**config.mk**
```make
export PLATFORM = sky130hd
export DESIGN_NAME = fir_convolver
export DESIGN_NICKNAME = d
export VERILOG_FILES = /design/src/hw/rtl/fir_conv_pkg.sv /design/src/hw/rtl/fir_convolver.sv
export SDC_FILE = /design/constraint.sdc
export NUM_CORES = 2
export LEC_CHECK = 0
export BUFFER_PORTS_ARGS = -buffer_cell sky130_fd_sc_hd__buf_2
export CORE_MARGIN = 3
export CORE_UTILIZATION = 45
export CTS_CLUSTER_DIAMETER = 100
export DETAILED_ROUTE_END_ITERATION = 6
export PLACE_DENSITY = 0.69
export SKIP_CTS_REPAIR_TIMING = 1
export SLEW_MARGIN = 20
export SYNTH_ARGS = -nofsm -noshare
export SYNTH_HDL_FRONTEND = slang
export SYNTH_SLANG_ARGS = --single-unit
export TNS_END_PERCENT = 30
```
**constraint.sdc**
```tcl
create_clock -name i_clk -period 13.05 [get_ports i_clk]
set_input_delay 1.305 -clock i_clk [delete_from_list [all_inputs] [get_ports i_clk]]
set_output_delay 1.305 -clock i_clk [all_outputs]
set_load 0.1 [all_outputs]
```
**src/hw/rtl/fir_conv_pkg.sv**
```systemverilog
// Shared types and constants for the streaming FIR convolver.
`timescale 1ns / 1ps
`default_nettype none

package fir_conv_pkg;

    localparam int MAX_TAPS_DEF = 16;   // default tap table depth
    localparam int COEF_W       = 16;   // signed Q1.15 coefficient
    localparam int SAMPLE_W     = 16;   // signed sample
    localparam int IDX_W        = 4;    // coef_index field width
    localparam int PROD_W       = COEF_W + SAMPLE_W;
    localparam int ACC_W        = 36;   // filtered field width
    localparam int TAPS_W       = 5;    // taps_in_use register width
    localparam int TAPS_RESET   = 11;
    localparam int IN_TDATA_W   = 40;   // coef_index, coef_value, sample, pad
    localparam int OUT_TDATA_W  = 40;   // filtered, pad
    localparam int IN_TUSER_W   = 2;    // cmd, start_of_block

    typedef enum logic {
        CMD_LOAD   = 1'b0,
        CMD_FILTER = 1'b1
    } t_cmd;

    typedef enum logic [1:0] {
        ST_IDLE,
        ST_RUN,
        ST_DRAIN
    } t_state;

endpackage

`default_nettype wire

```
**src/hw/rtl/fir_convolver.sv**
```systemverilog
// Top level of the streaming FIR convolver with a loadable tap table.
// Usage:
//   Input items arrive on the s-side stream. tuser[0] is the command: a load
//   item writes coef_value into the tap table at coef_index and gives no result;
//   a filter item gives one 36-bit full-precision sum on the m-side stream.
//   tuser[1] on a filter item clears the sample history first.
//   taps_in_use is written by the user via i_cfg_we / i_cfg_wdata only while
//   idle (not enforced by the block); zero is one tap, above MAX_TAPS is MAX_TAPS.
// Sequencing:
//   A load item is written into the tap table while the block stays idle. A
//   filter item runs on one shared multiply-accumulate that walks the taps,
//   one coefficient and one history word read per cycle from the two memories,
//   then a product stage, an accumulate and the write-back.
//   The next item is taken in the cycle after the result is registered.
// Reset:
//   Clears the tap table (per-entry valid bits), empties the history through
//   its fill count, loads taps_in_use with 11 and drops any pending result.
// Backpressure:
//   While the receiver stalls the result register holds its item; the next
//   filter item waits before its write-back until the register is free.
`timescale 1ns / 1ps
`default_nettype none

module fir_convolver
    import fir_conv_pkg::*;
#(
    parameter int MAX_TAPS = MAX_TAPS_DEF
) (
    input  wire logic                    i_clk,
    input  wire logic                    i_rst_n,
    // configuration: taps_in_use
    input  wire logic                    i_cfg_we,
    input  wire logic [TAPS_W-1:0]       i_cfg_wdata,
    // input items
    input  wire logic                    s_tvalid,
    output logic                         s_tready,
    // [3:0] coef_index, [19:4] coef_value, [35:20] sample, [39:36] zero
    input  wire logic [IN_TDATA_W-1:0]   s_tdata,
    // [0] cmd, [1] start_of_block
    input  wire logic [IN_TUSER_W-1:0]   s_tuser,
    // result items
    output logic                         m_tvalid,
    input  wire logic                    m_tready,
    // [35:0] filtered, [39:36] zero
    output logic [OUT_TDATA_W-1:0]       m_tdata
);

    localparam int HIST_D = MAX_TAPS - 1;
    localparam int KW     = $clog2(MAX_TAPS);
    localparam int NW     = $clog2(MAX_TAPS + 1);
    localparam int HP     = (HIST_D > 1) ? $clog2(HIST_D) : 1;
    localparam int PAD_W  = OUT_TDATA_W - ACC_W;

    // input field unpacking
    logic [IDX_W-1:0]           in_idx;
    logic signed [COEF_W-1:0]   in_coef;
    logic signed [SAMPLE_W-1:0] in_sample;
    t_cmd                       in_cmd;
    logic                       in_sob;

    assign in_idx    = s_tdata[IDX_W-1:0];
    assign in_coef   = s_tdata[IDX_W +: COEF_W];
    assign in_sample = s_tdata[IDX_W+COEF_W +: SAMPLE_W];
    assign in_cmd    = t_cmd'(s_tuser[0]);
    assign in_sob    = s_tuser[1];

    // memories
    logic [COEF_W-1:0]   coef_mem [MAX_TAPS];
    logic [MAX_TAPS-1:0] r_coef_vld;
    logic [SAMPLE_W-1:0] hist_mem [HIST_D];

    // control state
    t_state              r_state, n_state;
    logic [TAPS_W-1:0]   r_taps;
    logic [NW-1:0]       r_n;
    logic [KW-1:0]       r_k;
    logic [KW-1:0]       r_fill;
    logic [HP-1:0]       r_rp;
    logic [HP-1:0]       r_wp;
    logic signed [SAMPLE_W-1:0] r_x;

    // datapath pipeline
    logic                       r_p1_vld, r_p1_hist, r_p1_cur;
    logic signed [COEF_W-1:0]   r_coef_q;
    logic                       r_cvld_q;
    logic signed [SAMPLE_W-1:0] r_hist_q;
    logic                       r_p2_vld;
    logic signed [PROD_W-1:0]   r_prod;
    logic signed [ACC_W-1:0]    r_acc;

    // result register
    logic                r_out_vld;
    logic [ACC_W-1:0]    r_out_data;

    // control decode
    logic          accept, load_go, filter_go, issue, last_issue, out_free, finish;
    logic [NW-1:0] eff_taps;

    assign accept    = s_tvalid && s_tready;
    assign load_go   = accept && (in_cmd == CMD_LOAD);
    assign filter_go = accept && (in_cmd == CMD_FILTER);
    assign out_free  = !r_out_vld || m_tready;
    assign last_issue = (r_k == KW'(r_n - NW'(1)));

    // clamp the tap count to 1..MAX_TAPS
    always_comb begin
        if (r_taps == '0) begin
            eff_taps = NW'(1);
        end else if (32'(r_taps) > MAX_TAPS) begin
            eff_taps = NW'(MAX_TAPS);
        end else begin
            eff_taps = NW'(r_taps);
        end
    end

    // next state
    always_comb begin
        n_state = r_state;
        unique case (r_state)
            ST_IDLE:  if (filter_go) n_state = ST_RUN;
            ST_RUN:   if (last_issue) n_state = ST_DRAIN;
            ST_DRAIN: if (!r_p1_vld && !r_p2_vld && out_free) n_state = ST_IDLE;
            default:  n_state = ST_IDLE;
        endcase
    end

    // state outputs
    always_comb begin
        s_tready = 1'b0;
        issue    = 1'b0;
        finish   = 1'b0;
        unique case (r_state)
            ST_IDLE:  s_tready = 1'b1;
            ST_RUN:   issue    = 1'b1;
            ST_DRAIN: finish   = !r_p1_vld && !r_p2_vld && out_free;
            default:  ;
        endcase
    end

    always_ff @(posedge i_clk) begin
        if (!i_rst_n) begin
            r_state <= ST_IDLE;
        end else begin
            r_state <= n_state;
        end
    end

    // configuration register
    always_ff @(posedge i_clk) begin
        if (!i_rst_n) begin
            r_taps <= TAPS_W'(TAPS_RESET);
        end else if (i_cfg_we) begin
            r_taps <= i_cfg_wdata;
        end
    end

    // tap table: loads beyond the table are dropped
    always_ff @(posedge i_clk) begin
        if (load_go && (32'(in_idx) < MAX_TAPS)) begin
            coef_mem[KW'(in_idx)] <= in_coef;
        end
        if (issue) begin
            r_coef_q <= coef_mem[r_k];
        end
    end

    always_ff @(posedge i_clk) begin
        if (!i_rst_n) begin
            r_coef_vld <= '0;
        end else if (load_go && (32'(in_idx) < MAX_TAPS)) begin
            r_coef_vld[KW'(in_idx)] <= 1'b1;
        end
    end

    // history ring: write the current sample back once its sum is done
    always_ff @(posedge i_clk) begin
        if (finish) begin
            hist_mem[r_wp] <= r_x;
        end
        if (issue) begin
            r_hist_q <= hist_mem[r_rp];
        end
    end

    // sequencer registers
    always_ff @(posedge i_clk) begin
        if (!i_rst_n) begin
            r_wp   <= '0;
            r_fill <= '0;
        end else begin
            if (filter_go && in_sob) begin
                r_fill <= '0;
            end else if (finish && (r_fill != KW'(HIST_D))) begin
                r_fill <= r_fill + KW'(1);
            end
            if (finish) begin
                r_wp <= (r_wp == HP'(HIST_D - 1)) ? '0 : r_wp + HP'(1);
            end
        end
    end

    always_ff @(posedge i_clk) begin
        if (filter_go) begin
            r_x  <= in_sample;
            r_n  <= eff_taps;
            r_k  <= '0;
            // start at the write pointer: tap zero uses the current sample, so
            // the previous sample is read on the step after it
            r_rp <= r_wp;
        end else if (issue) begin
            r_k  <= r_k + KW'(1);
            r_rp <= (r_rp == '0) ? HP'(HIST_D - 1) : r_rp - HP'(1);
        end
    end

    // read stage tags and coefficient valid bit
    always_ff @(posedge i_clk) begin
        if (!i_rst_n) begin
            r_p1_vld <= 1'b0;
            r_p2_vld <= 1'b0;
        end else begin
            r_p1_vld <= issue;
            r_p2_vld <= r_p1_vld;
        end
    end

    always_ff @(posedge i_clk) begin
        if (issue) begin
            r_cvld_q  <= r_coef_vld[r_k];
            r_p1_cur  <= (r_k == '0);
            // history entry k-1 exists only if that many samples came in
            r_p1_hist <= (r_k != '0) && ((r_k - KW'(1)) < r_fill);
        end
    end

    // multiply stage
    logic signed [COEF_W-1:0]   mul_a;
    logic signed [SAMPLE_W-1:0] mul_b;

    always_comb begin
        mul_a = r_cvld_q ? r_coef_q : '0;
        if (r_p1_hist) begin
            mul_b = r_hist_q;
        end else if (r_p1_cur) begin
            mul_b = r_x;
        end else begin
            mul_b = '0;
        end
    end

    always_ff @(posedge i_clk) begin
        if (r_p1_vld) begin
            r_prod <= mul_a * mul_b;
        end
    end

    // accumulate, wrapping at the result width
    always_ff @(posedge i_clk) begin
        if (filter_go) begin
            r_acc <= '0;
        end else if (r_p2_vld) begin
            r_acc <= r_acc + ACC_W'(r_prod);
        end
    end

    // result register
    always_ff @(posedge i_clk) begin
        if (!i_rst_n) begin
            r_out_vld <= 1'b0;
        end else if (finish) begin
            r_out_vld <= 1'b1;
        end else if (m_tready) begin
            r_out_vld <= 1'b0;
        end
    end

    always_ff @(posedge i_clk) begin
        if (finish) begin
            r_out_data <= r_acc;
        end
    end

    assign m_tvalid = r_out_vld;
    assign m_tdata  = {{PAD_W{1'b0}}, r_out_data};

endmodule

`default_nettype wire
```
**After elaboration in Yosys (flattened, before gate mapping)**

Memory sizes are Yosys's and may differ from the RTL's. A register that Yosys moved wholly into a read port is not among the register bits.
Index checks and enable logic that the tools add are counted.

- Input bits: 52
- Word-level logic and storage cells: 93
- Flip-flop bits (word level): 169
- Memory bits (read-only): 0
- Memories kept: 2
- Memory bits (writable): 496
- Bits in latches: 0

- Divide/modulo/power cells: 0
- Bitwise operators: 3
- Multiply operators: 1
- Magnitude comparators: 5
- Add/sub/neg operators: 7
- Reduce and logical (&&, ||, !) cells: 23
- Equality and inequality tests: 8
- Shifts and indexed selects: 0
- Multiplexer cells: 25

Memories:

| name | words | width | read ports | clocked after memory_dff | wr ports | line | text |
|---|---|---|---|---|---|---|---|
| coef_mem | 16 | 16 | 1 | 1 | 1 | fir_convolver.sv:68 | `logic [COEF_W-1:0] coef_mem [MAX_TAPS];` |
| hist_mem | 15 | 16 | 1 | 1 | 1 | fir_convolver.sv:70 | `logic [SAMPLE_W-1:0] hist_mem [HIST_D];` |

Operators with widths:

| operator | count |
|---|---|
| $mux 16 | 3 |
| $add 36x32->36 | 1 |
| $mul 16x16->32 | 1 |
| $mux 4 | 4 |
| $or 16x16->16 | 1 |
| $add 4x1->4 const B | 3 |
| $mux 1 | 12 |
| $sub 4x1->4 const B | 3 |
| $lt 4x5->1 const B | 2 |
| $logic_and 1x1->1 | 9 |
| $logic_not 4->1 | 2 |
| $mux 2 | 3 |
| $ne 2x2->1 const B | 3 |
| $pmux 2 s3 | 1 |
| $gt 5x5->1 const B | 1 |
| $logic_not 5->1 | 1 |
| $bmux 1 s4 | 1 |
| $demux 1 s4 | 1 |
| $eq 4x4->1 | 1 |
| $eq 4x4->1 const B | 1 |
| $ge 4x1->1 const B | 1 |
| $lt 4x4->1 | 1 |
| $ne 4x4->1 const B | 1 |
| $reduce_bool 2->1 | 2 |
| 9 further kinds | 13 |

**Depth between registers and ports, before layout**

- Depth after elaboration: 6
- Mapped depth: 28
- Mapped depth without buffers: 26

**Worst setup path before layout**

Ideal clock, no wire load.

- Path kind: register to register
- From: reg r_p1_hist
- To: reg r_prod[31], data pin
- Clock period less this slack: 7.175 ns
- Library setup time: 0.260 ns
- Buffers on the path: 3
- Arrival time: 6.915 ns
- Stages on the path, launching flop included: 28
- Slack: 5.875 ns
- Data required time: 12.790 ns
- Path through: edfxtp_1 > nor2b_1 > clkbuf_1 > clkbuf_1 > a22o_1 > clkbuf_1 > nand2_1 > fa_1 > inv_1 > fa_1 > inv_1 > fa_1 > inv_1 > fa_1 > fa_1 > inv_1 > fa_1 > inv_1 > ha_1 > a21o_1 > a221oi_1 > o211a_1 > o21ai_2 > a31o_1 > o41a_1 > a221o_1 > a21oi_2 > xnor2_1

- Longest elaborated chain between the ends: 2

RTL lines:

| element | line | text |
|---|---|---|
| from (decl) | fir_convolver.sv:83 | `logic r_p1_vld, r_p1_hist, r_p1_cur;` |
| from (signal assigned) | fir_convolver.sv:232 | `r_p1_hist <= (r_k != '0) && ((r_k - KW'(1)) < r_fill);` |
| $mux 16 | fir_convolver.sv:242 | `if (r_p1_hist) begin` |
| $mul 16x16->32 | fir_convolver.sv:253 | `r_prod <= mul_a * mul_b;` |
| to (signal assigned) | fir_convolver.sv:253 |  |
| to (decl) | fir_convolver.sv:88 | `logic signed [PROD_W-1:0] r_prod;` |

Every way passes these cells.
A chain may end at the register's enable or synchronous reset.

**Worst setup path in the final report**

Same ends and word-level chain as after synthesis.

==> results.md <==
* P per Cell Area at roughly 210 mW/mm^2
* Max_slew headroom at 27.8%
* Pre-Repair DR Iteration Count at 5
* TritonCTS clock tree: built
* WL final at 84300 um
* Core region area at 0.0826 mm^2
* Critical path class: reg2reg
* Most frequent cells in the layout: 623 x edfxtp_1, 341 x inv_1, 263 x fa_1, 241 x nor2_1, 231 x nand2_1
* Leak at 0.0161 uW
* Final ANT Viol Nets at 0
* Fin. max-slew vios at 0
* Vias in the first global route at 23400
* Family with the most delay on the worst path: adder cells
* Buffers on Ports at 85
* Die outline width at 296 um
* CTS buffer count at 74
* R2R setup slack at 4.82 ns
* Endpoint class of the critical path: register
* Iteration-0 DRC Markers at about 2000
* Clock Tree Buf Depth at 3
* GRT overflow at 0
* GRT Total Usage at 19.7%
* Setup_tns at 0 ns
* DR WL/cell at 20.9 um
* Max Clk Rate at 0.122 GHz
* DP Cell Count at 3895
* Largest net degree at the start of global routing at 74
* Final Non-Filler Cells at 4036
* Site Rows at 105
* YS warnings at 0
* Critical-path top delay cell: edfxtp_1
* Max incr delay on CP at between 1 and 1.5 ns
* Pint at 5680 uW
* Critical Path Start Type: register
* Worst-Margin Slew at 1.08 ns
* # IOs at between 90 and 100
* CP required at between 10 and 15 ns
* Maximum vdd drop at 0.171 mV
* Fin crit period at 8.23 ns
* Post-synth cell types at 74
* Crit-path cells: nor2b_1, buf_4, a22oi_1, nor2_1, fa_1, inv_1, fa_1, inv_1, fa_1, fa_1, fa_1, inv_1, fa_1, inv_1, ha_1, and3_1, a221oi_1, o211a_1, o21ai_2, a31o_1, o41a_1, a221o_1, a21oi_2, xnor2_1
* Layout area overhead at 11.5%
* Switching Share at 35.9%
* DR vias/cell at 5.50
* Clock Sinks at 697
* Crit-path max FO at 29
* Tcrit/Tclk final at 63.0%
* DRC Markers at 0
* RSZ-0062 raised after global routing: false
* Total power at roughly 9000 uW
* Layout cell share with drive strength beyond 1 at around an eighth
* Sequential share of power at 31.4%
* Area contributors post-synth: edfxtp_1 49%, fa_1 14%, mux4_2 6.0%, ha_1 4.2%, dfxtp_1 3.9%
* Final #Nets at approximately 3300
* Crit-path most repeated cell: fa_1
* Sw power at 3180 uW
* Post-layout util at 51.0%
* Synthesized flop and latch total at 697
* Worst-Skew Late Latency at 0.66 ns
* Initial antenna violation count at 5
* Via count at 22200
* Cell taking the most area after synthesis: edfxtp_1
* Dpl hpwl at 57000 um
* Clock Pin Slew Worst Setup and Hold Paths at 0.05 ns
* Total die area at 0.0876 mm^2
* Fin area at 0.0422 mm^2
* Post-synthesis cell count at 2797
* Clock Skew at 0.0584 ns
* CP Data Arrival Time at roughly 8.6 ns
* Placer congestion estimate at 0.923
* Max_cap viols at 0
* Die Y at 296 um
* Final hold viol count at 0
* CP bufs+invs at 5
* Mean Syn Cell Area at 13.5 um^2
* Main flop type after synthesis: edfxtp_1
* Async S/R FF share, synth at 0%
* Status: finished clean
* Clock power frac at 23.9%
* H-Tree Depth at 3
* Synthesized cell area at 0.0378 mm^2
* Synth top area share at 49.5%
* Global-route wire length before repair at between 100000 and 150000 um
* Post-synth EDFFs at 623
* Seq/Total Area, Yosys at a little over half
* Initial Util at 45.8%
* Commonest non-fill, non-tap cell in the layout: edfxtp_1
* Worst Hold Class: reg2reg
* Clock root buffer: clkbuf_16
* Final setup violation count at 0
* Comb pwr share at 44.7%
* Area after DPL at 0.0396 mm^2
metrics by stage:
step / setup slack (ns) / hold WS [ns]
5_1_grt: 4.36 / 0.486
3_3_place_gp: 4.88 / 0.441
3_5_place_dp: 4.77 / 0.450
4_1_cts: 4.81 / 0.465
6_report: 4.82 / 0.463
2_1_floorplan: 5.87 / 0.429
final cells by class:
type                    count  area, um^2
fillers                  6807       40500
flip-flops and latches    697       20200
repair buffers            139         828
clock inverters            49         594
clock buffers              89        1940
multi-input cells        1645       16000
well taps                1070        1340
diodes                      3        7.51
inverters                 344        1290
sequential cells by signal, summed over array words and instances (netlist names):
name,flops
r_k,4
r_taps,5
coef_mem,256
r_p1_cur,1
r_out_data,36
hist_mem,240
r_coef_vld,16
r_p2_vld,1
r_wp,4
r_cvld_q,1
r_prod,32
r_coef_q,16
m_tvalid,1
r_acc,36
r_rp,4
r_hist_q,16
r_state,2
r_p1_hist,1
r_fill,4
r_x,16
r_p1_vld,1
r_n,4
per-layer routing:
layer  wire (um)  vias up  track usage (%)
met2       40300      790             32.7
met5          30        -                0
met4        3000        4             7.47
met3        6180      179             3.50
met1       34800    11200             26.2
li1            -    10100                -
synth_stat cells, drive strengths merged, types with 16 or more instances:
master / number
a21o: 18
ha: 127
xor2: 20
mux4: 101
inv: 343
a21oi: 85
nor2: 243
nand2: 231
a31oi: 20
fa: 263
buf: 33
xnor2: 53
o221ai: 16
nand3: 37
nand2b: 29
a221oi: 17
clkbuf: 81
edfxtp: 623
nor3: 24
and2: 28
o21ai: 47
dfxtp: 74
mux2i: 112
o21a: 31
power by group through the flow:
stage | logic (uW) | clock network (uW) | registers [uW]
finish | 3960 | 2120 | 2780
global route | 4530 | 2250 | 2800
CTS | 3980 | 2160 | 2790
global placement | 3830 | 0 | 2830
floorplan | 3150 | 0 | 2780
detailed placement | 3960 | 0 | 2830
path summary, 6_finish.rpt:
path | start | to | depth (start not counted)
worst min register to register | r_acc[2] | r_out_data[2] | 0
worst max register to register | r_p1_hist | r_prod[31] | 24
worst min-delay path | r_acc[2] | r_out_data[2] | 0
worst max-delay path | r_p1_hist | r_prod[31] | 24
cell families after synthesis:
logic type / Yosys count / synth area share [%]
other: 1 / 0.00992
flip-flops: 697 / 53.4
XOR/XNOR: 73 / 1.69
AO/OA/AOI/OAI: 316 / 5.72
multiplexers: 213 / 8.98
buffers and inverters: 458 / 4.59
adder cells (fa/ha/maj): 390 / 18.1
AND/OR/NAND/NOR: 649 / 7.50
(Power assumes the default switching activity.)
